`config.mk`:
```
export PLATFORM = sky130hd
export DESIGN_NAME = tsbb_out_fifo_flat
export DESIGN_NICKNAME = d
export VERILOG_FILES = /design/src/hdl/tsbb_pkg.sv /design/src/hdl/tsbb_if.sv /design/src/hdl/tsbb_out_fifo.sv /design/src/flat_wrapper.sv
export SDC_FILE = /design/constraint.sdc
export NUM_CORES = 2
export LEC_CHECK = 0
export ABC_AREA = 1
export CORE_MARGIN = 2
export CORE_UTILIZATION = 55
export CTS_CLUSTER_SIZE = 30
export DETAILED_ROUTE_END_ITERATION = 7
export DONT_BUFFER_PORTS = 1
export PLACE_DENSITY_LB_ADDON = 0.15
export SLEW_MARGIN = 30
export SYNTH_ARGS = -nofsm -noshare
export SYNTH_HDL_FRONTEND = slang
export SYNTH_SLANG_ARGS = --single-unit
```
`constraint.sdc`:
```
create_clock -name i_clk -period 22.3 [get_ports i_clk]
set_input_delay 4.46 -clock i_clk [delete_from_list [all_inputs] [get_ports i_clk]]
set_output_delay 4.46 -clock i_clk [all_outputs]
set_load 0.01 [all_outputs]
```
`src/hdl/tsbb_pkg.sv`:
```
// Shared types and constants of the one-second trade bar builder.
// Used by the channel interfaces and by every module of the block; no dependencies.
`default_nettype none

package tsbb_pkg;

    // Field widths of the input and result items.
    localparam int TIME_W  = 44;
    localparam int SEC_W   = 35;
    localparam int PX_W    = 32;
    localparam int QTY_W   = 32;
    localparam int VOL_W   = 48;
    localparam int CNT_W   = 32;
    localparam int DELTA_W = 48;
    localparam int GAP_W   = 16;

    // Request codes.
    localparam logic REQ_TRADE = 1'b0;
    localparam logic REQ_TICK  = 1'b1;

    // Millisecond to second conversion: t / 1000 = (t >> 3) / 125, and the
    // division by 125 is a multiply by ceil(2^48 / 125) keeping bits 82:48.
    localparam int              DIV_PRE_SHIFT = 3;
    localparam int              DIV_X_W       = TIME_W - DIV_PRE_SHIFT;
    localparam int              RECIP_W       = 42;
    localparam logic [RECIP_W-1:0] RECIP_125  = 42'h20C49BA5E36;
    localparam int              DIV_Q_LSB     = 48;
    localparam int              PROD_W        = DIV_X_W + RECIP_W;
    localparam int              SPLIT_W       = 21;
    localparam int              PP_W          = 2 * SPLIT_W;
    localparam int              MID_W         = PP_W + 1;
    localparam int              DIV_STAGES    = 4;
    localparam int              STAGE_CNT_W   = 3;

    // Result queue.
    localparam int FIFO_DEPTH = 8;
    localparam int FIFO_PTR_W = 3;
    localparam int FIFO_CNT_W = 4;

    // One input item as it arrives on the request channel.
    typedef struct packed {
        logic              req_type;
        logic [TIME_W-1:0] trade_time_ms;
        logic [TIME_W-1:0] message_time_ms;
        logic [PX_W-1:0]   price;
        logic [QTY_W-1:0]  quantity;
        logic              buyer_maker;
    } t_req;

    // One closed bar as it leaves on the result channel.
    typedef struct packed {
        logic [SEC_W-1:0]          bar_second;
        logic [PX_W-1:0]           bar_open;
        logic [PX_W-1:0]           bar_high;
        logic [PX_W-1:0]           bar_low;
        logic [PX_W-1:0]           bar_close;
        logic [VOL_W-1:0]          total_volume;
        logic [VOL_W-1:0]          buy_volume;
        logic [VOL_W-1:0]          sell_volume;
        logic [CNT_W-1:0]          trade_count;
        logic signed [DELTA_W-1:0] cumulative_delta;
        logic [GAP_W-1:0]          empty_seconds_after;
    } t_bar;

    // An item after the time fallback has been resolved.
    typedef struct packed {
        logic              req_type;
        logic [TIME_W-1:0] time_ms;
        logic [PX_W-1:0]   price;
        logic [QTY_W-1:0]  quantity;
        logic              buyer_maker;
    } t_work;

    // An item together with its epoch second.
    typedef struct packed {
        t_work            work;
        logic [SEC_W-1:0] sec;
    } t_timed;

endpackage

`default_nettype wire

```
`src/hdl/tsbb_if.sv`:
```
// Valid/ready channel interfaces for trade requests and closed bars.
// Depends on tsbb_pkg for the payload types.
`default_nettype none


interface tsbb_bar_if;
    logic             valid;
    logic             ready;
    tsbb_pkg::t_bar   data;

    modport source (output valid, output data, input ready);
    modport sink   (input valid, input data, output ready);
endinterface

`default_nettype wire

```
`src/hdl/tsbb_out_fifo.sv`:
```
// Result queue between the bar state and the result channel.
// Depends on tsbb_pkg and tsbb_bar_if; reports its fill level for flow control.
`default_nettype none

module tsbb_out_fifo (
    input  logic                                i_clk,
    input  logic                                i_rst_n,
    input  logic                                i_wr_valid,
    input  tsbb_pkg::t_bar                      i_wr_data,
    output logic [tsbb_pkg::FIFO_CNT_W-1:0]     o_count,
    tsbb_bar_if.source                          o_bar
);

    localparam int PW = tsbb_pkg::FIFO_PTR_W;
    localparam int CW = tsbb_pkg::FIFO_CNT_W;

    tsbb_pkg::t_bar  r_entry [tsbb_pkg::FIFO_DEPTH];
    logic [PW-1:0]   r_wr_ptr, r_rd_ptr;
    logic [CW-1:0]   r_count;
    logic            rd;

    assign rd = o_bar.valid && o_bar.ready;

    // Pointers and fill level.
    always_ff @(posedge i_clk) begin
        if (!i_rst_n) begin
            r_wr_ptr <= '0;
            r_rd_ptr <= '0;
            r_count  <= '0;
        end else begin
            if (i_wr_valid) begin
                r_wr_ptr <= r_wr_ptr + PW'(1);
            end
            if (rd) begin
                r_rd_ptr <= r_rd_ptr + PW'(1);
            end
            r_count <= r_count + CW'(i_wr_valid) - CW'(rd);
        end
    end

    // Entry storage.
    always_ff @(posedge i_clk) begin
        if (i_wr_valid) begin
            r_entry[r_wr_ptr] <= i_wr_data;
        end
    end

    assign o_bar.valid = (r_count != '0);
    assign o_bar.data  = r_entry[r_rd_ptr];
    assign o_count     = r_count;

    // Flow control upstream must keep the queue from overflowing.
    a_no_overflow: assert property (@(posedge i_clk) disable iff (!i_rst_n)
        i_wr_valid |-> (r_count < CW'(tsbb_pkg::FIFO_DEPTH)))
        else $error("result queue written while full");

    // A write without a read raises the fill level by one.
    a_fill_step: assert property (@(posedge i_clk) disable iff (!i_rst_n)
        (i_wr_valid && !rd) |=> (r_count == $past(r_count) + CW'(1)))
        else $error("result queue level out of step");

endmodule

`default_nettype wire

```
`src/flat_wrapper.sv`:
```
// flat-port wrapper written by rule: the top's interface ports become plain ports
module tsbb_out_fifo_flat 
  (i_clk, i_rst_n, i_wr_valid, i_wr_data, o_count, o_bar_valid, o_bar_data, o_bar_ready);
  tsbb_bar_if o_bar_i ();
  input  logic i_clk;
  input  logic i_rst_n;
  input  logic i_wr_valid;
  input  tsbb_pkg::t_bar i_wr_data;
  output logic [tsbb_pkg::FIFO_CNT_W-1:0] o_count;
  output wire logic [$bits(o_bar_i.valid)-1:0] o_bar_valid;
  output wire logic [$bits(o_bar_i.data)-1:0] o_bar_data;
  input wire logic [$bits(o_bar_i.ready)-1:0] o_bar_ready;
  assign o_bar_valid = o_bar_i.valid;
  assign o_bar_data = o_bar_i.data;
  assign o_bar_i.ready = o_bar_ready;
  tsbb_out_fifo u_core (.i_clk(i_clk), .i_rst_n(i_rst_n), .i_wr_valid(i_wr_valid), .i_wr_data(i_wr_data), .o_count(o_count), .o_bar(o_bar_i));
endmodule
```
==> metrics list <==
* Initial antenna violation count: 6
- Via count normalized by instance count: 5.16
- Setup violations remaining at the end of the flow were counted as 0.
* Average cell area after synthesis: ~10 µm²
- The count of endpoints failing hold in the final timing report came to 0.
- Area added between synthesis and finish: 9.55%
* Global placer's final weighted congestion: 0.813
* Commonest cells after routing, fill and taps aside: sky130_fd_sc_hd__nand2_1, sky130_fd_sc_hd__inv_1, sky130_fd_sc_hd__edfxtp_1, sky130_fd_sc_hd__nand3_1, sky130_fd_sc_hd__clkbuf_16
* Clock period minus worst slack: ~10 ns
- Setup repair after global routing left no endpoint under its margin.
- Counting instances, the worst hold path has a depth of 2.
* Most area-consuming cells after synthesis: sky130_fd_sc_hd__edfxtp_1, sky130_fd_sc_hd__nand2_1, sky130_fd_sc_hd__inv_1
- Power per Cell Area: 101 nW/µm²
- Vias after detailed routing: around 90000
- H-tree lvl count: 5
- Number of synthesized register bits: 3237
- For this run, the post-layout net count is 14281.
- Max-cap viol count: 0
- Worst setup skew after layout: 0.0690 ns
* Slack of the critical path: 12.29 ns
- Of the available clock period, the critical path in the final layout requires 44.9%.
* Minimum hold slack: between 0.5 and 0.6 ns
* Worst slack after detailed placement: 12.65 ns
- STA classifies the critical path endpoint as a primary output.
- The library cell used most frequently in the layout, excluding fill and tap cells, is sky130_fd_sc_hd__nand2_1.
- Number of distinct library cell variants in the gate-level netlist after synthesis: 16
* Fraction of final layout cells sized beyond drive strength 1: between 4 and 5%
- Longest Clk Path Bufs: 4
* Outcome: finished, final reports clean
* Number of clock sinks: 3237
- Highest-delay cell along the critical path: sky130_fd_sc_hd__buf_4
* Number of nets in the synthesized netlist: 14429
* Leftover overflow at the end of global routing: 0
- By instance count, the cell type seen most on the critical path is sky130_fd_sc_hd__nand2_1.
- Worst-path cell chain: buf_4, buf_4, buf_6, buf_4, nand2_1, nand3_1, nand2_1, nand2_1, nand2_1
- After detailed placement, the total cell area comes to 143000 µm².
- During I/O placement, the number of pins put on the boundary was just over 800.
- Post-route cell area: 153000 µm²
- Required time worst endpoint: 17.84 ns
- CTS tree: built
- For this run, the top clock speed supported by timing is 99.9 MHz.
- Global routing consumed, over all layers together, 26.5% of the routing resources.
- Maximum net fanout on the critical path: 90
- Total iterations of the first detailed-routing run: 8
- Hold path startpoint: u_core.r_rd_ptr[1]
- Wire length reported by the detailed router: 348000 µm
- Final routed DRC violation total: 0
- Per-cell routed wire length: 19.9 µm
* Number of global-route vias before repair: 87420
- From bottom edge to top edge, the die measures around 500 µm.
- Post-CTS Setup Inserts: 0
* Leakage power: about 70 nW
- CTS Hold Buffers Added: 0
- Measured against its own limit, the worst slew margin works out to 30.4%.
* Cells after Synth: approximately 14000
- The die covers 259000 µm².
- The worst setup path is launched from a register.
- Post-synthesis instance area: 140000 µm²
- The floorplan step defined a core boundary enclosing about 250000 µm².
* Total number of placement rows: 185
- Max rail drop VDD: 0.0813 mV
- Clk pin slew, worst setup/hold paths: 0.06 ns
* Count of buffers from port buffering: 0
- The initial utilization of the core area, before any placement, comes to 55.2%.
- Clock latency reported for the late side of the worst-skew pair: 0.99 ns
* Reg2reg start: u_core.r_wr_ptr[0]
- The count of final max-slew check failures was 0.
* Largest net degree at the start of global routing: ~220
* Actual transition at the worst max-transition pin: 1.04 ns
- Area share of the leading cell type in the synthesized netlist: 69.1%
- TritonCTS created ~350 clock buffers.
- Number of nets with antenna violations after routing: 0
- Half-perimeter wire length of the detailed placement result: 189000 µm
- Die extent in x: 509 µm
- Sequential-to-total area share from yosys stat: 69.3%
- The largest single stage delay on the critical path is around 0.87 ns.
- Hold Path Class: reg2reg
* Arrival time worst endpoint: 5.55 ns
* Final TNS setup: 0 ns
- Syn. warnings: 0
- The root buffer cell chosen for the clock tree is sky130_fd_sc_hd__clkbuf_16.
- Class of the most critical setup path: reg2out
- Global-route wire length before repair: 520000 µm
* Depth of the worst register-to-register path: 7
- Gates resized during post-CTS repair numbered 0.
* Cell taking the most area after synthesis: sky130_fd_sc_hd__edfxtp_1
- The first routing iteration left 7674 violations.
area by class of cell:
class	count	area, µm²
Multi-Input combinational cell	6910	28100
Tap cell	3366	4210
Antenna cell	4	10.0
Clock inverter	165	1320
Inverter	3242	12200
Sequential cell	3237	97100
Fill cell	20171	100000
Timing Repair Buffer	131	1420
Clock buffer	437	9140
cell usage after synthesis:
cell type and number:
sky130_fd_sc_hd__fa_1 1, sky130_fd_sc_hd__buf_4 11, sky130_fd_sc_hd__clkbuf_1 253, sky130_fd_sc_hd__buf_1 33
sky130_fd_sc_hd__ha_1 6, sky130_fd_sc_hd__nand2_1 5254, sky130_fd_sc_hd__buf_2 329, sky130_fd_sc_hd__inv_1 3239
sky130_fd_sc_hd__a21oi_1 8, sky130_fd_sc_hd__nand3_1 1618, sky130_fd_sc_hd__o21ai_0 4, sky130_fd_sc_hd__dfxtp_1 13
sky130_fd_sc_hd__nor2_1 17, sky130_fd_sc_hd__or2_2 2, sky130_fd_sc_hd__edfxtp_1 3224, sky130_fd_sc_hd__inv_2 3
layer usage:
metal | GRT usage (%) | share of wire (%) | vias to the layer above
met2 | 43.7 | 48 | 2986
met1 | 32.5 | 39 | 43504
met5 | 0 | 0.0077 | -
met3 | 8.81 | 10 | 568
met4 | 9.54 | 3.5 | 4
li1 | - | - | 43167
critical path: cells and delay by family, from the launching register on:
kind / cells / cell delay (ns)
DFF: 1 / 0.82
and+or+nand+nor: 5 / 0.58
buffers and inverters: 4 / 3.09
state kept, by name, summed over array words and instances, names as in the netlist, named ones only:
name             flops
u_core.o_count       4
u_core.r_entry    3224
u_core.r_rd_ptr      3
u_core.r_wr_ptr      3
power breakdown:
| group | leakage (nW) | switching, mW | internal, mW |
|---|---|---|---|
| clock | 5.11 | 2.28 | 3.09 |
| sequential | 29.4 | 0.0560 | 6.84 |
| combinational | 35.1 | 2.40 | 0.761 |
per-stage QoR:
stage	std cells	utilization [%]	total power [mW]
after CTS	17481	60.4	15.5
final	17492	60.5	15.4
after global placement	16877	56.2	10.1
after floorplan	14015	-	9.31
after detailed placement	16879	56.3	10.2
after global routing	17489	60.5	16.1
final timing paths:
path,endpoint,slack [ns]
min reg2reg,register,0.51
max,o_bar_data[317],12.29
max reg2reg,u_core.r_entry[3][141],17.39
min,register,0.51
kinds of logic after synthesis:
| group | count (synthesis) | synth area share, % |
|---|---|---|
| and+or+nand+nor | 6891 | 19.9 |
| buffers and inverters | 3868 | 10.7 |
| DFF | 3237 | 69.3 |
| AOI/OAI and AO/OA | 12 | 0.0429 |
| adders and majority gates | 7 | 0.0679 |
Note: power is estimated with default switching activity, not from simulation.
