===== src/hdl/tsbb_pkg.sv =====
// Shared types and constants of the one-second trade bar builder.
// Used by the channel interfaces and by every module of the block; no dependencies.
`default_nettype none

package tsbb_pkg;

    // Field widths of the input and result items.
    localparam int TIME_W  = 44;
    localparam int SEC_W   = 35;
    localparam int PX_W    = 32;
    localparam int QTY_W   = 32;
    localparam int VOL_W   = 48;
    localparam int CNT_W   = 32;
    localparam int DELTA_W = 48;
    localparam int GAP_W   = 16;

    // Request codes.
    localparam logic REQ_TRADE = 1'b0;
    localparam logic REQ_TICK  = 1'b1;

    // Millisecond to second conversion: t / 1000 = (t >> 3) / 125, and the
    // division by 125 is a multiply by ceil(2^48 / 125) keeping bits 82:48.
    localparam int              DIV_PRE_SHIFT = 3;
    localparam int              DIV_X_W       = TIME_W - DIV_PRE_SHIFT;
    localparam int              RECIP_W       = 42;
    localparam logic [RECIP_W-1:0] RECIP_125  = 42'h20C49BA5E36;
    localparam int              DIV_Q_LSB     = 48;
    localparam int              PROD_W        = DIV_X_W + RECIP_W;
    localparam int              SPLIT_W       = 21;
    localparam int              PP_W          = 2 * SPLIT_W;
    localparam int              MID_W         = PP_W + 1;
    localparam int              DIV_STAGES    = 4;
    localparam int              STAGE_CNT_W   = 3;

    // Result queue.
    localparam int FIFO_DEPTH = 8;
    localparam int FIFO_PTR_W = 3;
    localparam int FIFO_CNT_W = 4;

    // One input item as it arrives on the request channel.
    typedef struct packed {
        logic              req_type;
        logic [TIME_W-1:0] trade_time_ms;
        logic [TIME_W-1:0] message_time_ms;
        logic [PX_W-1:0]   price;
        logic [QTY_W-1:0]  quantity;
        logic              buyer_maker;
    } t_req;

    // One closed bar as it leaves on the result channel.
    typedef struct packed {
        logic [SEC_W-1:0]          bar_second;
        logic [PX_W-1:0]           bar_open;
        logic [PX_W-1:0]           bar_high;
        logic [PX_W-1:0]           bar_low;
        logic [PX_W-1:0]           bar_close;
        logic [VOL_W-1:0]          total_volume;
        logic [VOL_W-1:0]          buy_volume;
        logic [VOL_W-1:0]          sell_volume;
        logic [CNT_W-1:0]          trade_count;
        logic signed [DELTA_W-1:0] cumulative_delta;
        logic [GAP_W-1:0]          empty_seconds_after;
    } t_bar;

    // An item after the time fallback has been resolved.
    typedef struct packed {
        logic              req_type;
        logic [TIME_W-1:0] time_ms;
        logic [PX_W-1:0]   price;
        logic [QTY_W-1:0]  quantity;
        logic              buyer_maker;
    } t_work;

    // An item together with its epoch second.
    typedef struct packed {
        t_work            work;
        logic [SEC_W-1:0] sec;
    } t_timed;

endpackage

`default_nettype wire


===== src/hdl/tsbb_sec_div.sv =====
// Front pipeline: resolves the item time and divides it by 1000 to an epoch second.
// Depends on tsbb_pkg; four register stages, one item per cycle.
`default_nettype none

module tsbb_sec_div (
    input  logic                                  i_clk,
    input  logic                                  i_rst_n,
    input  logic                                  i_valid,
    input  tsbb_pkg::t_req                        i_req,
    output logic                                  o_valid,
    output tsbb_pkg::t_timed                      o_item,
    output logic [tsbb_pkg::DIV_STAGES-1:0]       o_stage_valid
);

    localparam int SW = tsbb_pkg::SPLIT_W;

    // Stage valid bits.
    logic r_s1_valid, r_s2_valid, r_s3_valid, r_s4_valid;

    // Payload carried alongside the arithmetic.
    tsbb_pkg::t_work r_s1_work, r_s2_work, r_s3_work, r_s4_work;
    tsbb_pkg::t_work n_s1_work;

    // Arithmetic registers.
    logic [tsbb_pkg::PP_W-1:0]      r_pp_ll, r_pp_lh;
    logic [tsbb_pkg::PP_W-2:0]      r_pp_hl, r_pp_hh;
    logic [tsbb_pkg::PROD_W-1:0]    r_cat;
    logic [tsbb_pkg::MID_W-1:0]     r_mid;
    logic [tsbb_pkg::SEC_W-1:0]     r_sec;

    logic [tsbb_pkg::DIV_X_W-1:0]   x;
    logic [SW-1:0]                  x_lo, m_lo, m_hi;
    logic [tsbb_pkg::DIV_X_W-SW-1:0] x_hi;
    logic [tsbb_pkg::PROD_W-1:0]    prod;

    // The trade time is used unless it is zero; a tick always uses its own time.
    always_comb begin
        n_s1_work.req_type    = i_req.req_type;
        n_s1_work.price       = i_req.price;
        n_s1_work.quantity    = i_req.quantity;
        n_s1_work.buyer_maker = i_req.buyer_maker;
        if (i_req.req_type == tsbb_pkg::REQ_TICK || i_req.trade_time_ms != '0) begin
            n_s1_work.time_ms = i_req.trade_time_ms;
        end else begin
            n_s1_work.time_ms = i_req.message_time_ms;
        end
    end

    // Split the operands into halves for four narrow partial products.
    assign x    = r_s1_work.time_ms[tsbb_pkg::TIME_W-1:tsbb_pkg::DIV_PRE_SHIFT];
    assign x_lo = x[SW-1:0];
    assign x_hi = x[tsbb_pkg::DIV_X_W-1:SW];
    assign m_lo = tsbb_pkg::RECIP_125[SW-1:0];
    assign m_hi = tsbb_pkg::RECIP_125[tsbb_pkg::RECIP_W-1:SW];

    // The full product; the quotient is its top bits.
    assign prod = r_cat + tsbb_pkg::PROD_W'({r_mid, {SW{1'b0}}});

    // Valid bits of the stages.
    always_ff @(posedge i_clk) begin
        if (!i_rst_n) begin
            r_s1_valid <= 1'b0;
            r_s2_valid <= 1'b0;
            r_s3_valid <= 1'b0;
            r_s4_valid <= 1'b0;
        end else begin
            r_s1_valid <= i_valid;
            r_s2_valid <= r_s1_valid;
            r_s3_valid <= r_s2_valid;
            r_s4_valid <= r_s3_valid;
        end
    end

    // Data path registers.
    always_ff @(posedge i_clk) begin
        r_s1_work <= n_s1_work;

        r_pp_ll   <= tsbb_pkg::PP_W'(x_lo) * tsbb_pkg::PP_W'(m_lo);
        r_pp_lh   <= tsbb_pkg::PP_W'(x_lo) * tsbb_pkg::PP_W'(m_hi);
        r_pp_hl   <= (tsbb_pkg::PP_W-1)'(x_hi) * (tsbb_pkg::PP_W-1)'(m_lo);
        r_pp_hh   <= (tsbb_pkg::PP_W-1)'(x_hi) * (tsbb_pkg::PP_W-1)'(m_hi);
        r_s2_work <= r_s1_work;

        r_cat     <= {r_pp_hh, r_pp_ll};
        r_mid     <= tsbb_pkg::MID_W'(r_pp_lh) + tsbb_pkg::MID_W'(r_pp_hl);
        r_s3_work <= r_s2_work;

        r_sec     <= prod[tsbb_pkg::PROD_W-1:tsbb_pkg::DIV_Q_LSB];
        r_s4_work <= r_s3_work;
    end

    assign o_valid       = r_s4_valid;
    assign o_item.work   = r_s4_work;
    assign o_item.sec    = r_sec;
    assign o_stage_valid = {r_s4_valid, r_s3_valid, r_s2_valid, r_s1_valid};

endmodule

`default_nettype wire


===== config.mk =====
export PLATFORM = sky130hd
export DESIGN_NAME = tsbb_sec_div
export DESIGN_NICKNAME = d
export VERILOG_FILES = /design/src/hdl/tsbb_pkg.sv /design/src/hdl/tsbb_sec_div.sv
export SDC_FILE = /design/constraint.sdc
export NUM_CORES = 2
export LEC_CHECK = 0
export ABC_AREA = 1
export ABC_CLOCK_PERIOD_IN_PS = 13880
export BUFFER_PORTS_ARGS = -buffer_cell sky130_fd_sc_hd__buf_2
export CORE_ASPECT_RATIO = 0.5
export CORE_UTILIZATION = 55
export CTS_CLUSTER_SIZE = 30
export DETAILED_ROUTE_END_ITERATION = 12
export GPL_TIMING_DRIVEN = 0
export PLACE_DENSITY = 0.76
export SYNTH_ARGS = -nofsm -noshare
export SYNTH_HDL_FRONTEND = slang
export SYNTH_SLANG_ARGS = --single-unit

===== constraint.sdc =====
create_clock -name i_clk -period 13.88 [get_ports i_clk]
set_input_delay 2.082 -clock i_clk [delete_from_list [all_inputs] [get_ports i_clk]]
set_output_delay 2.082 -clock i_clk [all_outputs]
set_load 0.02 [all_outputs]

==> impl_metrics.prom <==
# TYPE chip_impl_metric gauge
chip_impl_info{name="status",value="complete, no violations"} 1
chip_impl_metric{name="finalNetCount",unit=""} 8061
chip_impl_metric{name="postSynthCellCount",unit=""} 6179
chip_impl_metric{name="tmin_final",unit="ns"} 6.73
chip_impl_metric{name="grt_max_degree",unit=""} 19
chip_impl_metric{name="share_of_final_layout_standard_cells_stronger_than_drive_strength_1",unit=""} 0.0675
chip_impl_metric{name="layout.cell_area.non_filler",unit="um2"} 57800
chip_impl_metric{name="cp_data_required_time",unit="ns"} 14.42
chip_impl_metric{name="totalWireLength",unit="um"} 137000
chip_impl_metric{name="clock_path_buffers",unit=""} 3
chip_impl_metric{name="final.hold.worst_slack",unit="ns"} 0.294
chip_impl_metric{name="mappedNetlistArea",unit="um2"} 52500
chip_impl_metric{name="dr_wl_met2",unit="um"} 59400
chip_impl_metric{name="cts_num_sinks",unit=""} 720
chip_impl_metric{name="yosys_warnings",unit=""} 0
chip_impl_info{name="most_used_cell_along_the_critical_path",value="sky130_fd_sc_hd__fa_1"} 1
chip_impl_metric{name="synth-async-reset-ratio",unit=""} 0
chip_impl_metric{name="post_cts.repair.setup_buffers",unit=""} 0
chip_impl_metric{name="ctsHtreeMaxLevel",unit=""} 2
chip_impl_metric{name="global_route.overflow_total",unit=""} 0
chip_impl_metric{name="area_growth_from_synthesis_to_layout",unit="%"} 10.0
chip_impl_metric{name="die_w",unit="um"} 439
chip_impl_metric{name="die_area",unit="um2"} 96800
chip_impl_metric{name="synth-edff-count",unit=""} 0
chip_impl_metric{name="fin_setup_tns",unit="ns"} 0
chip_impl_metric{name="placement.cell_area",unit="um2"} 55600
chip_impl_metric{name="dieHeight",unit="um"} 220
chip_impl_metric{name="drt_drc_violations_left",unit=""} 0
chip_impl_metric{name="groute.usage.overall",unit=""} 0.289
chip_impl_metric{name="avgViaCountPerCell",unit=""} 5.09
chip_impl_metric{name="synth_seq_cells",unit=""} 720
chip_impl_info{name="tritoncts",value="done"} 1
chip_impl_metric{name="core.rowCount",unit=""} 79
chip_impl_metric{name="finalClockSkew",unit="ns"} 0.0877
chip_impl_metric{name="first_pass_grt_wire_length",unit="um"} 215000
chip_impl_metric{name="synth_fp_nets",unit=""} 7693
chip_impl_info{name="synth_area_leaders",value="sky130_fd_sc_hd__dfxtp_1 27%, sky130_fd_sc_hd__ha_1 20%, sky130_fd_sc_hd__fa_1 19%"} 1
chip_impl_metric{name="route.met3.wl",unit="um"} 10100
chip_impl_info{name="slowest_stage",value="sky130_fd_sc_hd__dfxtp_1"} 1
chip_impl_info{name="critPathCaptureType",value="flip-flop"} 1
chip_impl_metric{name="timing.max_cap.violations",unit=""} 0
chip_impl_metric{name="synthesis.area_per_instance",unit="um2"} 8.50
chip_impl_metric{name="synth-seq-area-share",unit=""} 0.274
chip_impl_metric{name="post_drt_wl_per_cell",unit="um"} 17.5
chip_impl_metric{name="via_count_of_the_first_global_routing_pass",unit=""} 39800
chip_impl_info{name="setup_repair_after_global_routing_missed_its_margin",value="false"} 1
chip_impl_metric{name="routedLengthMet1",unit="um"} 62900
chip_impl_metric{name="route.antenna.remaining_nets",unit=""} 0
chip_impl_metric{name="tightest_slew",unit="ns"} 1.30
chip_impl_info{name="highest_signal_layer",value="met4"} 1
chip_impl_metric{name="finalHoldViolations",unit=""} 0
chip_impl_info{name="crit_chain",value="inv_1 -> fa_1 -> inv_1 -> ha_1 -> fa_1 -> fa_1 -> fa_1 -> fa_1 -> inv_1 -> fa_1 -> inv_1 -> ha_1 -> nand2_1 -> o21ai_0 -> a21oi_1 -> nand3_1 -> xor2_1"} 1
chip_impl_metric{name="via_count",unit=""} 39900
chip_impl_metric{name="fmax",unit="MHz"} 149
chip_impl_metric{name="gp_routability_congestion",unit=""} 0.994
chip_impl_metric{name="layout_worst_path_cycle_share",unit=""} 0.485
chip_impl_metric{name="diodes_inserted",unit=""} 0
chip_impl_info{name="hp-class",value="flip-flop to flip-flop"} 1
chip_impl_metric{name="dpl.hpwl",unit="um"} 115000
chip_impl_metric{name="cts_hold_repair.buffers",unit=""} 0
chip_impl_info{name="yosys_most_used_dff",value="sky130_fd_sc_hd__dfxtp_1"} 1
chip_impl_metric{name="worst-r2r-cell-count",unit=""} 17
chip_impl_metric{name="setup_viol",unit=""} 0
chip_impl_metric{name="cts-buffers-inserted",unit=""} 59
chip_impl_metric{name="number_of_max_slew_violations_in_the_final_report",unit=""} 0
chip_impl_metric{name="cp_max_fo",unit=""} 11
chip_impl_metric{name="cts.clk_slew.worst_paths",unit="ns"} 0.08
chip_impl_info{name="clk_root_buffer_cell",value="sky130_fd_sc_hd__clkbuf_16"} 1
chip_impl_metric{name="timing.critical_path.slowest_cell_delay",unit="ns"} 0.88
chip_impl_metric{name="initial_utilization",unit=""} 0.560
chip_impl_metric{name="slew-limit-headroom",unit=""} 0.133
chip_impl_metric{name="final_core_util",unit=""} 0.616
chip_impl_metric{name="length_of_the_first_detailed_routing_pass_in_iterations",unit=""} 6
chip_impl_metric{name="area_inside_the_core_boundary",unit="um2"} 93800
chip_impl_metric{name="antenna_found_initial",unit=""} 3
chip_impl_metric{name="cts-resized-gates",unit=""} 0
chip_impl_metric{name="critical_path_arrival",unit="ns"} 7.27
chip_impl_metric{name="post_synth_num_cell_types",unit=""} 38
chip_impl_info{name="startpoint_type",value="flip-flop"} 1
chip_impl_metric{name="number_of_drc_violations_after_detailed_routing_iteration_0",unit=""} 3168
chip_impl_metric{name="worst_skew_pair.late_latency",unit="ns"} 0.72
chip_impl_metric{name="yosysTopAreaCellShare",unit=""} 0.274
chip_impl_info{name="crit_type",value="flip-flop to flip-flop"} 1
chip_impl_metric{name="min_path_cells",unit=""} 0
chip_impl_info{name="synth_top_area_cell",value="sky130_fd_sc_hd__dfxtp_1"} 1
chip_impl_metric{name="io_pins",unit=""} 307
chip_impl_metric{name="numPortBuffers",unit=""} 306
==> area by class of cell <==
type,instances,area [um2]
Fill cell,8107,36000
Multi-Input combinational cell,4044,32700
Sequential cell,720,14400
Inverter,1403,5270
Clock buffer,72,1620
Tap cell,1255,1570
Timing Repair Buffer,307,1540
Clock inverter,38,523
Buffer,12,97.6
==> registers in the layout, summed over array words and instances (netlist names) <==
signal      count
r_mid          43
r_s1_work     110
r_pp_hl        39
r_s2_valid      1
r_sec          35
r_pp_ll        21
r_s2_work     106
r_s3_work     109
r_cat          60
o_valid         1
r_pp_hh        41
r_pp_lh        42
r_s1_valid      1
r_s3_valid      1
o_item        110
==> worst max-delay path: cells and delay by family, from the launching register on <==
kind                     cells  cell delay (ns)
AO/OA/AOI/OAI                2             0.57
XOR/XNOR                     1             0.34
adder cells (fa/ha/maj)      8             3.74
buffers and inverters        4             0.59
flip-flops                   1             0.88
AND/OR/NAND/NOR              2             0.43
==> metal layers <==
metal,GRT usage,vias up
met1,0.405,18600
met5,0,-
met3,0.0442,234
li1,-,19800
met4,0.0988,0
met2,0.458,1307
==> placed cells by master (no fill, tap or decap), drive strengths merged, types with 15 or more instances in the layout <==
cell and n:
inv 1414, nand2 1386, ha 852, dfxtp 720
fa 505, nor2 367, buf 319, a21oi 282
nand3 247, o21ai 124, xor2 78, clkbuf 72
nor3 52, xnor2 26, nand4 25, o21a 22
clkinv 16, a21o 15
==> cells in the mapped netlist, types with 3 or more instances <==
cell / number
sky130_fd_sc_hd__or2_2: 4
sky130_fd_sc_hd__dfxtp_1: 720
sky130_fd_sc_hd__a21o_1: 15
sky130_fd_sc_hd__o211ai_1: 5
sky130_fd_sc_hd__nor4_1: 11
sky130_fd_sc_hd__o21a_1: 22
sky130_fd_sc_hd__inv_1: 1403
sky130_fd_sc_hd__buf_2: 3
sky130_fd_sc_hd__xor2_1: 78
sky130_fd_sc_hd__a21oi_1: 282
sky130_fd_sc_hd__fa_1: 505
sky130_fd_sc_hd__and2_1: 8
sky130_fd_sc_hd__nand3_1: 240
sky130_fd_sc_hd__xnor2_1: 26
sky130_fd_sc_hd__a21boi_0: 8
sky130_fd_sc_hd__nand4_1: 25
sky130_fd_sc_hd__nand2_1: 1384
sky130_fd_sc_hd__buf_6: 4
sky130_fd_sc_hd__nand3b_1: 3
sky130_fd_sc_hd__nor2_1: 364
sky130_fd_sc_hd__ha_1: 852
sky130_fd_sc_hd__a31oi_1: 7
sky130_fd_sc_hd__buf_4: 5
sky130_fd_sc_hd__nor3_1: 50
sky130_fd_sc_hd__nand3_2: 7
sky130_fd_sc_hd__o21bai_1: 13
sky130_fd_sc_hd__o21ai_0: 122
==> per-stage QoR <==
step                      setup WS [ns]  instances
after floorplan                    8.45       6179
after global placement             7.36       7740
after detailed placement           7.36       7741
after CTS                          7.25       7851
after global routing               6.91       7851
final                              7.15       7851
==> worst paths after layout <==
check	startpoint	to	slack [ns]
max	r_s1_work[80]$_DFF_P_	r_pp_ll[22]$_DFF_P_	7.15
min	r_s3_work[84]$_DFF_P_	o_item[119]$_DFF_P_	0.29
max reg2reg	r_s1_work[80]$_DFF_P_	r_pp_ll[22]$_DFF_P_	7.15
min reg2reg	r_s3_work[84]$_DFF_P_	o_item[119]$_DFF_P_	0.29
==> logic make-up (layout without fill, tap and decap cells) <==
group,after synthesis,after routing,share of synthesized area
xor gates and xnor gates,104,104,0.0173
and+or+nand+nor,2105,2105,0.162
DFF,720,720,0.274
buffers and inverters,1415,1832,0.102
AOI/OAI and AO/OA,478,478,0.0489
adders and majority gates,1357,1357,0.396
Power is left out: the tool's default activity adds up to more than one toggle a clock period on the data nets, which glitch-free logic cannot reach.
