**src/hdl/tsbb_pkg.sv**
```systemverilog
// Shared types and constants of the one-second trade bar builder.
// Used by the channel interfaces and by every module of the block; no dependencies.
`default_nettype none

package tsbb_pkg;

    // Field widths of the input and result items.
    localparam int TIME_W  = 44;
    localparam int SEC_W   = 35;
    localparam int PX_W    = 32;
    localparam int QTY_W   = 32;
    localparam int VOL_W   = 48;
    localparam int CNT_W   = 32;
    localparam int DELTA_W = 48;
    localparam int GAP_W   = 16;

    // Request codes.
    localparam logic REQ_TRADE = 1'b0;
    localparam logic REQ_TICK  = 1'b1;

    // Millisecond to second conversion: t / 1000 = (t >> 3) / 125, and the
    // division by 125 is a multiply by ceil(2^48 / 125) keeping bits 82:48.
    localparam int              DIV_PRE_SHIFT = 3;
    localparam int              DIV_X_W       = TIME_W - DIV_PRE_SHIFT;
    localparam int              RECIP_W       = 42;
    localparam logic [RECIP_W-1:0] RECIP_125  = 42'h20C49BA5E36;
    localparam int              DIV_Q_LSB     = 48;
    localparam int              PROD_W        = DIV_X_W + RECIP_W;
    localparam int              SPLIT_W       = 21;
    localparam int              PP_W          = 2 * SPLIT_W;
    localparam int              MID_W         = PP_W + 1;
    localparam int              DIV_STAGES    = 4;
    localparam int              STAGE_CNT_W   = 3;

    // Result queue.
    localparam int FIFO_DEPTH = 8;
    localparam int FIFO_PTR_W = 3;
    localparam int FIFO_CNT_W = 4;

    // One input item as it arrives on the request channel.
    typedef struct packed {
        logic              req_type;
        logic [TIME_W-1:0] trade_time_ms;
        logic [TIME_W-1:0] message_time_ms;
        logic [PX_W-1:0]   price;
        logic [QTY_W-1:0]  quantity;
        logic              buyer_maker;
    } t_req;

    // One closed bar as it leaves on the result channel.
    typedef struct packed {
        logic [SEC_W-1:0]          bar_second;
        logic [PX_W-1:0]           bar_open;
        logic [PX_W-1:0]           bar_high;
        logic [PX_W-1:0]           bar_low;
        logic [PX_W-1:0]           bar_close;
        logic [VOL_W-1:0]          total_volume;
        logic [VOL_W-1:0]          buy_volume;
        logic [VOL_W-1:0]          sell_volume;
        logic [CNT_W-1:0]          trade_count;
        logic signed [DELTA_W-1:0] cumulative_delta;
        logic [GAP_W-1:0]          empty_seconds_after;
    } t_bar;

    // An item after the time fallback has been resolved.
    typedef struct packed {
        logic              req_type;
        logic [TIME_W-1:0] time_ms;
        logic [PX_W-1:0]   price;
        logic [QTY_W-1:0]  quantity;
        logic              buyer_maker;
    } t_work;

    // An item together with its epoch second.
    typedef struct packed {
        t_work            work;
        logic [SEC_W-1:0] sec;
    } t_timed;

endpackage

`default_nettype wire

```
**src/hdl/tsbb_bar_core.sv**
```systemverilog
// Bar state: folds trades into the current bar and closes it when a later second begins.
// Depends on tsbb_pkg; the state registers update on each valid item.
`default_nettype none

module tsbb_bar_core (
    input  logic               i_clk,
    input  logic               i_rst_n,
    input  logic               i_valid,
    input  tsbb_pkg::t_timed   i_item,
    output logic               o_res_valid,
    output tsbb_pkg::t_bar     o_res
);

    localparam int VW = tsbb_pkg::VOL_W;
    localparam int DW = tsbb_pkg::DELTA_W;
    localparam int SW = tsbb_pkg::SEC_W;
    localparam int GW = tsbb_pkg::GAP_W;

    // Adds a quantity to a volume, holding at the top of the range.
    function automatic logic [VW-1:0] sat_add_vol(input logic [VW-1:0] a,
                                                  input logic [tsbb_pkg::QTY_W-1:0] b);
        logic [VW:0] s;
        s = {1'b0, a} + (VW+1)'(b);
        return s[VW] ? {VW{1'b1}} : s[VW-1:0];
    endfunction

    // Control state.
    logic                         r_bar_valid;
    logic signed [DW-1:0]         r_prior_delta;
    logic [tsbb_pkg::TIME_W-1:0]  r_last_ms;

    // Current bar.
    logic [SW-1:0]                r_second;
    logic [tsbb_pkg::PX_W-1:0]    r_open, r_high, r_low, r_close;
    logic [VW-1:0]                r_volume, r_buy, r_sell;
    logic [tsbb_pkg::CNT_W-1:0]   r_count;

    logic                         n_bar_valid;
    logic signed [DW-1:0]         n_prior_delta;
    logic [tsbb_pkg::TIME_W-1:0]  n_last_ms;
    logic [SW-1:0]                n_second;
    logic [tsbb_pkg::PX_W-1:0]    n_open, n_high, n_low, n_close;
    logic [VW-1:0]                n_volume, n_buy, n_sell;
    logic [tsbb_pkg::CNT_W-1:0]   n_count;

    tsbb_pkg::t_work              w;
    logic [SW-1:0]                sec;
    logic                         is_tick, sec_nz, tick_go, trade_ok;
    logic                         adv_go, later, open_new, emit;
    logic [tsbb_pkg::PX_W-1:0]    open_px, adv_px;
    logic signed [DW+1:0]         delta_sum;
    logic signed [DW-1:0]         delta_sat;
    logic [SW-1:0]                gap_full;
    logic [GW-1:0]                gap;

    // Running delta through the current bar, held to the signed 48-bit range.
    always_comb begin
        delta_sum = {{2{r_prior_delta[DW-1]}}, r_prior_delta}
                  + $signed({2'b00, r_buy}) - $signed({2'b00, r_sell});
        if (delta_sum[DW+1:DW-1] == 3'b000 || delta_sum[DW+1:DW-1] == 3'b111) begin
            delta_sat = delta_sum[DW-1:0];
        end else if (!delta_sum[DW+1]) begin
            delta_sat = {1'b0, {(DW-1){1'b1}}};
        end else begin
            delta_sat = {1'b1, {(DW-1){1'b0}}};
        end
    end

    // Number of empty seconds between the closing bar and the new one.
    always_comb begin
        gap_full = sec - r_second - SW'(1);
        gap      = (|gap_full[SW-1:GW]) ? {GW{1'b1}} : gap_full[GW-1:0];
    end

    // Classify the item and work out whether the bar moves on.
    always_comb begin
        w        = i_item.work;
        sec      = i_item.sec;
        is_tick  = (w.req_type == tsbb_pkg::REQ_TICK);
        sec_nz   = (sec != '0);
        open_px  = r_bar_valid ? r_close : w.price;
        tick_go  = is_tick && sec_nz && (open_px != '0);
        trade_ok = !is_tick && (w.price != '0) && (w.quantity != '0)
                 && (w.time_ms != '0) && (w.time_ms >= r_last_ms);
        adv_go   = i_valid && (tick_go || (trade_ok && sec_nz));
        later    = (r_second < sec);
        open_new = adv_go && (!r_bar_valid || later);
        emit     = adv_go && r_bar_valid && later;
        adv_px   = is_tick ? open_px : w.price;
    end

    // Next state: open a new bar if needed, then apply an accepted trade.
    always_comb begin
        n_last_ms     = r_last_ms;
        n_prior_delta = emit ? delta_sat : r_prior_delta;
        n_bar_valid   = r_bar_valid || open_new;
        if (open_new) begin
            n_second = sec;
            n_open   = adv_px;
            n_high   = adv_px;
            n_low    = adv_px;
            n_close  = adv_px;
            n_volume = '0;
            n_buy    = '0;
            n_sell   = '0;
            n_count  = '0;
        end else begin
            n_second = r_second;
            n_open   = r_open;
            n_high   = r_high;
            n_low    = r_low;
            n_close  = r_close;
            n_volume = r_volume;
            n_buy    = r_buy;
            n_sell   = r_sell;
            n_count  = r_count;
        end
        if (i_valid && trade_ok) begin
            n_last_ms = w.time_ms;
            if (n_bar_valid) begin
                if (w.price > n_high) begin
                    n_high = w.price;
                end
                if (w.price < n_low) begin
                    n_low = w.price;
                end
                n_close  = w.price;
                n_volume = sat_add_vol(n_volume, w.quantity);
                if (w.buyer_maker) begin
                    n_sell = sat_add_vol(n_sell, w.quantity);
                end else begin
                    n_buy = sat_add_vol(n_buy, w.quantity);
                end
                if (!(&n_count)) begin
                    n_count = n_count + tsbb_pkg::CNT_W'(1);
                end
            end
        end
    end

    // Control state registers.
    always_ff @(posedge i_clk) begin
        if (!i_rst_n) begin
            r_bar_valid   <= 1'b0;
            r_prior_delta <= '0;
            r_last_ms     <= '0;
        end else if (i_valid) begin
            r_bar_valid   <= n_bar_valid;
            r_prior_delta <= n_prior_delta;
            r_last_ms     <= n_last_ms;
        end
    end

    // Bar contents; only read while a bar is open.
    always_ff @(posedge i_clk) begin
        if (i_valid) begin
            r_second <= n_second;
            r_open   <= n_open;
            r_high   <= n_high;
            r_low    <= n_low;
            r_close  <= n_close;
            r_volume <= n_volume;
            r_buy    <= n_buy;
            r_sell   <= n_sell;
            r_count  <= n_count;
        end
    end

    // The closing bar is the bar held before this item.
    assign o_res_valid                 = emit;
    assign o_res.bar_second            = r_second;
    assign o_res.bar_open              = r_open;
    assign o_res.bar_high              = r_high;
    assign o_res.bar_low               = r_low;
    assign o_res.bar_close             = r_close;
    assign o_res.total_volume          = r_volume;
    assign o_res.buy_volume            = r_buy;
    assign o_res.sell_volume           = r_sell;
    assign o_res.trade_count           = r_count;
    assign o_res.cumulative_delta      = delta_sat;
    assign o_res.empty_seconds_after   = gap;

    // A bar only closes when one is open and a strictly later second arrives.
    a_close_needs_bar: assert property (@(posedge i_clk) disable iff (!i_rst_n)
        o_res_valid |-> (r_bar_valid && (r_second < i_item.sec)))
        else $error("bar closed without an open bar or a later second");

    // After a close the new bar is open at the item's second.
    a_reopen: assert property (@(posedge i_clk) disable iff (!i_rst_n)
        o_res_valid |=> (r_bar_valid && (r_second == $past(i_item.sec))))
        else $error("new bar not opened after a close");

    // The last accepted trade time never goes backwards.
    a_time_monotonic: assert property (@(posedge i_clk) disable iff (!i_rst_n)
        $past(i_rst_n) |-> (r_last_ms >= $past(r_last_ms)))
        else $error("last accepted trade time decreased");

endmodule

`default_nettype wire

```
**config.mk**
```make
export PLATFORM = sky130hd
export DESIGN_NAME = tsbb_bar_core
export DESIGN_NICKNAME = d
export VERILOG_FILES = /design/src/hdl/tsbb_pkg.sv /design/src/hdl/tsbb_bar_core.sv
export SDC_FILE = /design/constraint.sdc
export NUM_CORES = 2
export LEC_CHECK = 0
export BUFFER_PORTS_ARGS = -buffer_cell sky130_fd_sc_hd__buf_4
export CELL_PAD_IN_SITES_DETAIL_PLACEMENT = 1
export CELL_PAD_IN_SITES_GLOBAL_PLACEMENT = 1
export CORE_ASPECT_RATIO = 1.25
export CORE_MARGIN = 3
export CORE_UTILIZATION = 48
export DETAILED_ROUTE_END_ITERATION = 7
export PLACE_DENSITY_LB_ADDON = 0.12
export SLEW_MARGIN = 25
export SYNTH_ARGS = -nofsm -noshare
export SYNTH_HDL_FRONTEND = slang
export SYNTH_SLANG_ARGS = --single-unit
export TNS_END_PERCENT = 10
```
**constraint.sdc**
```tcl
create_clock -name i_clk -period 20.8 [get_ports i_clk]
set_clock_uncertainty 0.1 [all_clocks]
set_input_delay 1.04 -clock i_clk [delete_from_list [all_inputs] [get_ports i_clk]]
set_output_delay 1.04 -clock i_clk [all_outputs]
set_load 0.02 [all_outputs]
```
==> impl_metrics.py <==
metrics = {
    "outcome": {
        "outcome": "finished, final reports clean",
    },
    "final_layout": {
        "design_area_sq_um": 41200,
        "synthToLayoutAreaGrowth_pct": 19.8,
        "layout.nets": 4863,
        "fill_cells": 8270,
        "seq_area_sq_um": 12000,
        "multi_input_area_sq_um": 20300,
        "drive_above_1_share_pct": 18.2,
        "final_util_pct": 58.2,
    },
    "pwr": {
        "ir_drop_uv": 67.0,
        "p_sw_share_pct": 40.3,
        "power_frac_seq_pct": 30.0,
        "leakagePower_nw": 18.2,
        "p_int_mw": 2.22,
        "p_per_area_nw_per_um2": 90.3,
        "p_clk_share_pct": 27.6,
        "power.switching_mw": 1.50,
        "p_comb_share_pct": 42.4,
    },
    "detailed_routing": {
        "drt_iter0_drc": 1699,
        "vias_per_cell": 5.93,
        "drc": 0,
        "wirelength_mm": 128,
        "antenna_left": 0,
        "wl_per_cell_um": 24.1,
        "vias": 31603,
        "drtPass1Iterations": 5,
    },
    "global_routing": {
        "gr-usage-all-layers_pct": 33.0,
        "use_met2_pct": 55.8,
        "grt_start_max_net_pins": 132,
        "grt_util_met3_pct": 7.08,
        "grt_antenna_before_repair": 5,
        "grt_overflow": 0,
        "grt-busiest-layer": "met2",
        "grt_use_met1_pct": 40.2,
        "grt_pass1_wl_mm": 193,
        "grt_pass1_vias": 32863,
    },
    "die": {
        "fp.dieW_um": 245,
        "io_pins": 552,
        "die_area_sq_um": 74900,
        "die_y_um": 305,
        "coreArea_sq_um": 70800,
        "initial_utilization_pct": 48.6,
        "rows": 109,
    },
    "worst_setup_path": {
        "worst_path_largest_cell_delay_ns": 1.02,
        "crit_type": "register to register",
        "worst_ep_arrival_time_ns": 9.04,
        "worstRegToRegCells": 20,
        "cp-end-kind": "register",
        "critPathRequiredTime_ns": 21.17,
        "path_cells": "nor4_1 -> a21oi_1 -> nor4_1 -> a31oi_1 -> a211oi_1 -> a31oi_1 -> nand3b_4 -> buf_4 -> or2_2 -> o21ai_0 -> ha_1 -> nand4_1 -> nor2_1 -> and3_1 -> nand4_1 -> a2111oi_0 -> nand3_1 -> o21ai_4 -> buf_4 -> mux2i_1",
        "slowest_stage": "nor4_1",
        "start_kind": "register",
        "critical_path.max_fanout": 63,
    },
    "run": {
        "maxCapViolations": 0,
    },
    "yosys": {
        "synth_cell_types": 92,
        "yosysSeqAreaShare_pct": 35.0,
        "synth_top_area_share_pct": 29.6,
        "synth_edf_count": 339,
        "synthArstFlopShare_pct": 0,
        "synth_top_area_cell": "edfxtp_1",
        "syn_area_sq_um": 34400,
        "avgSynthCellArea_sq_um": 8.90,
        "yosys_warnings": 0,
        "syn_inst": 3865,
        "synth_fp_nets": 4387,
        "ys.flop_type": "edfxtp_1",
        "synth.ff_latch_count": 432,
        "synthTopCellsByArea": "edfxtp_1 (30%), ha_1 (12%), dfxtp_1 (5.4%)",
    },
    "clock_tree": {
        "clkTransAtPathRegs_ns": 0.06,
        "cts_buffers": 52,
        "cts_tree": "yes",
        "ctsHtreeMaxLevel": 2,
        "cts_buffer_depth": 3,
        "post_cts.repair.setup_buffers": 0,
        "post_cts_resized": 0,
        "ctsHoldBuffers": 0,
        "clkSinkCount": 432,
        "root_buffer": "clkbuf_16",
        "insertion_delay_ns": 0.64,
    },
    "timing": {
        "setup_viol": 0,
        "tns_ns": 0,
        "drv_slew": 0,
        "timing.final.ws_setup_ns": 12.13,
        "final.period_utilization_pct": 41.7,
        "max_freq_mhz": 115,
        "fin_crit_ns": 8.67,
        "hold_viol_final": 0,
        "slew_headroom_pct": 20.5,
        "worst_pin_slew_ns": 1.18,
        "rsz0062_at_grt": "no",
    },
    "min_path": {
        "holdPathStages": 2,
        "hp-class": "register to register",
    },
    "placement": {
        "dpl.hpwl_mm": 97.8,
        "pre_cts_slack_ns": 12.13,
        "placed_area_sq_um": 39300,
        "place_congestion": 0.909,
        "numPortBuffers": 551,
    },
}
## cells in the mapped netlist (6+ instances only)
library cell and number:
a211o_1 6, a211oi_1 30, a21boi_0 49, a21o_1 103
a21oi_1 270, a2bb2oi_1 33, a311oi_1 6, a31oi_1 59
and2_1 82, and3_1 38, and4_1 9, buf_1 8
buf_2 34, buf_4 11, clkbuf_1 98, dfxtp_1 93
edfxtp_1 339, fa_1 52, ha_1 322, inv_1 382
mux2_2 37, mux2i_1 64, nand2_1 388, nand2b_1 34
nand3_1 71, nand4_1 59, nor2_1 240, nor2b_1 25
nor3_1 56, nor3b_1 14, nor4_1 53, o211ai_1 19
o21a_1 34, o21ai_0 306, o21ai_1 21, o21bai_1 23
o31ai_1 15, or2_2 40, or3_1 18, xnor2_1 118
xor2_1 100
## cell families (layout without fill, tap and decap cells)
| family | count (synthesis) | after routing | share of synthesized area, % |
|---|---|---|---|
| AO/OA/AOI/OAI | 1053 | 1053 | 19.1 |
| XOR/XNOR | 218 | 218 | 5.55 |
| adder cells (fa/ha/maj) | 374 | 374 | 14.7 |
| buffers and inverters | 537 | 1056 | 6.13 |
| flip-flops | 432 | 432 | 35.0 |
| multiplexers | 101 | 101 | 3.07 |
| other | 0 | 3 | 0 |
| AND/OR/NAND/NOR | 1150 | 1150 | 16.4 |
## flip-flops by register name (all words and copies together) (netlist names)
signal and flops:
r_count 32, r_bar_valid 1, r_low 32, r_prior_delta 48
r_second 35, r_sell 48, r_volume 48, r_open 32
r_buy 48, r_high 32, r_close 32, r_last_ms 44
## worst max-delay path, delay by kind of cell (launching register included)
kind | cells | cell delay, ns
buffers and inverters | 2 | 1.23
AND/OR/NAND/NOR | 9 | 3.09
AO/OA/AOI/OAI | 7 | 2.87
flip-flops | 1 | 0.45
adder cells (fa/ha/maj) | 1 | 0.40
multiplexers | 1 | 0.29
## power groups by stage
stage	registers, mW	logic (mW)	clock network, mW
2_1_floorplan	1.18	0.911	0
3_3_place_gp	1.13	1.53	0
3_5_place_dp	1.13	1.56	0
4_1_cts	1.11	1.57	1.04
5_1_grt	1.12	1.71	1.07
6_report	1.12	1.58	1.03
## through the flow
step                total power [mW]  hold WS (ns)  instances
floorplan                       2.09         0.343       3865
global placement                2.65         0.353       5229
detailed placement              2.69         0.361       5229
CTS                             3.73         0.369       5326
global route                    3.91         0.391       5329
finish                          3.72         0.365       5330
## path summary, 6_finish.rpt
check | start | to | slack, ns
max | r_close[11]$_DFFE_PP_ | r_low[18]$_DFFE_PP_ | 12.13
min | r_last_ms[27]$_SDFFE_PN0P_ | r_last_ms[27]$_SDFFE_PN0P_ | 0.36
max reg2reg | r_close[11]$_DFFE_PP_ | r_low[18]$_DFFE_PP_ | 12.13
min reg2reg | r_last_ms[27]$_SDFFE_PN0P_ | r_last_ms[27]$_SDFFE_PN0P_ | 0.36
## layer usage
layer | part of all wire [%] | vias up
li1 | - | 14710
met3 | 7.5 | 273
met4 | 5.2 | 4
met5 | 0.021 | -
met1 | 40 | 15565
met2 | 48 | 1051
## cells in the final DEF (no fill, tap or decap), types with 30 or more instances in the layout
cell,n
nor2_1,237
clkbuf_16,52
and3_1,38
nand4_1,59
a2bb2oi_1,33
nand3_1,71
nand2b_1,34
buf_4,573
mux2_2,37
o21a_1,34
a21oi_1,270
xor2_1,100
fa_1,52
xnor2_1,118
ha_1,322
inv_1,382
dfxtp_1,93
o21ai_0,306
and2_1,82
nor4_1,52
or2_2,40
a31oi_1,59
nor3_1,56
a211oi_1,30
mux2i_1,64
a21boi_0,49
edfxtp_1,339
a21o_1,102
nand2_1,388
## area by class of cell
class,instances,share of cell area (%)
clock inverters,35,1.22
inverters,384,3.52
well taps,943,2.86
multi-input cells,2896,49.3
diodes,3,0.0182
repair buffers,575,10.5
clock buffers,62,3.30
flip-flops and latches,432,29.2
(Power assumes the default switching activity.)
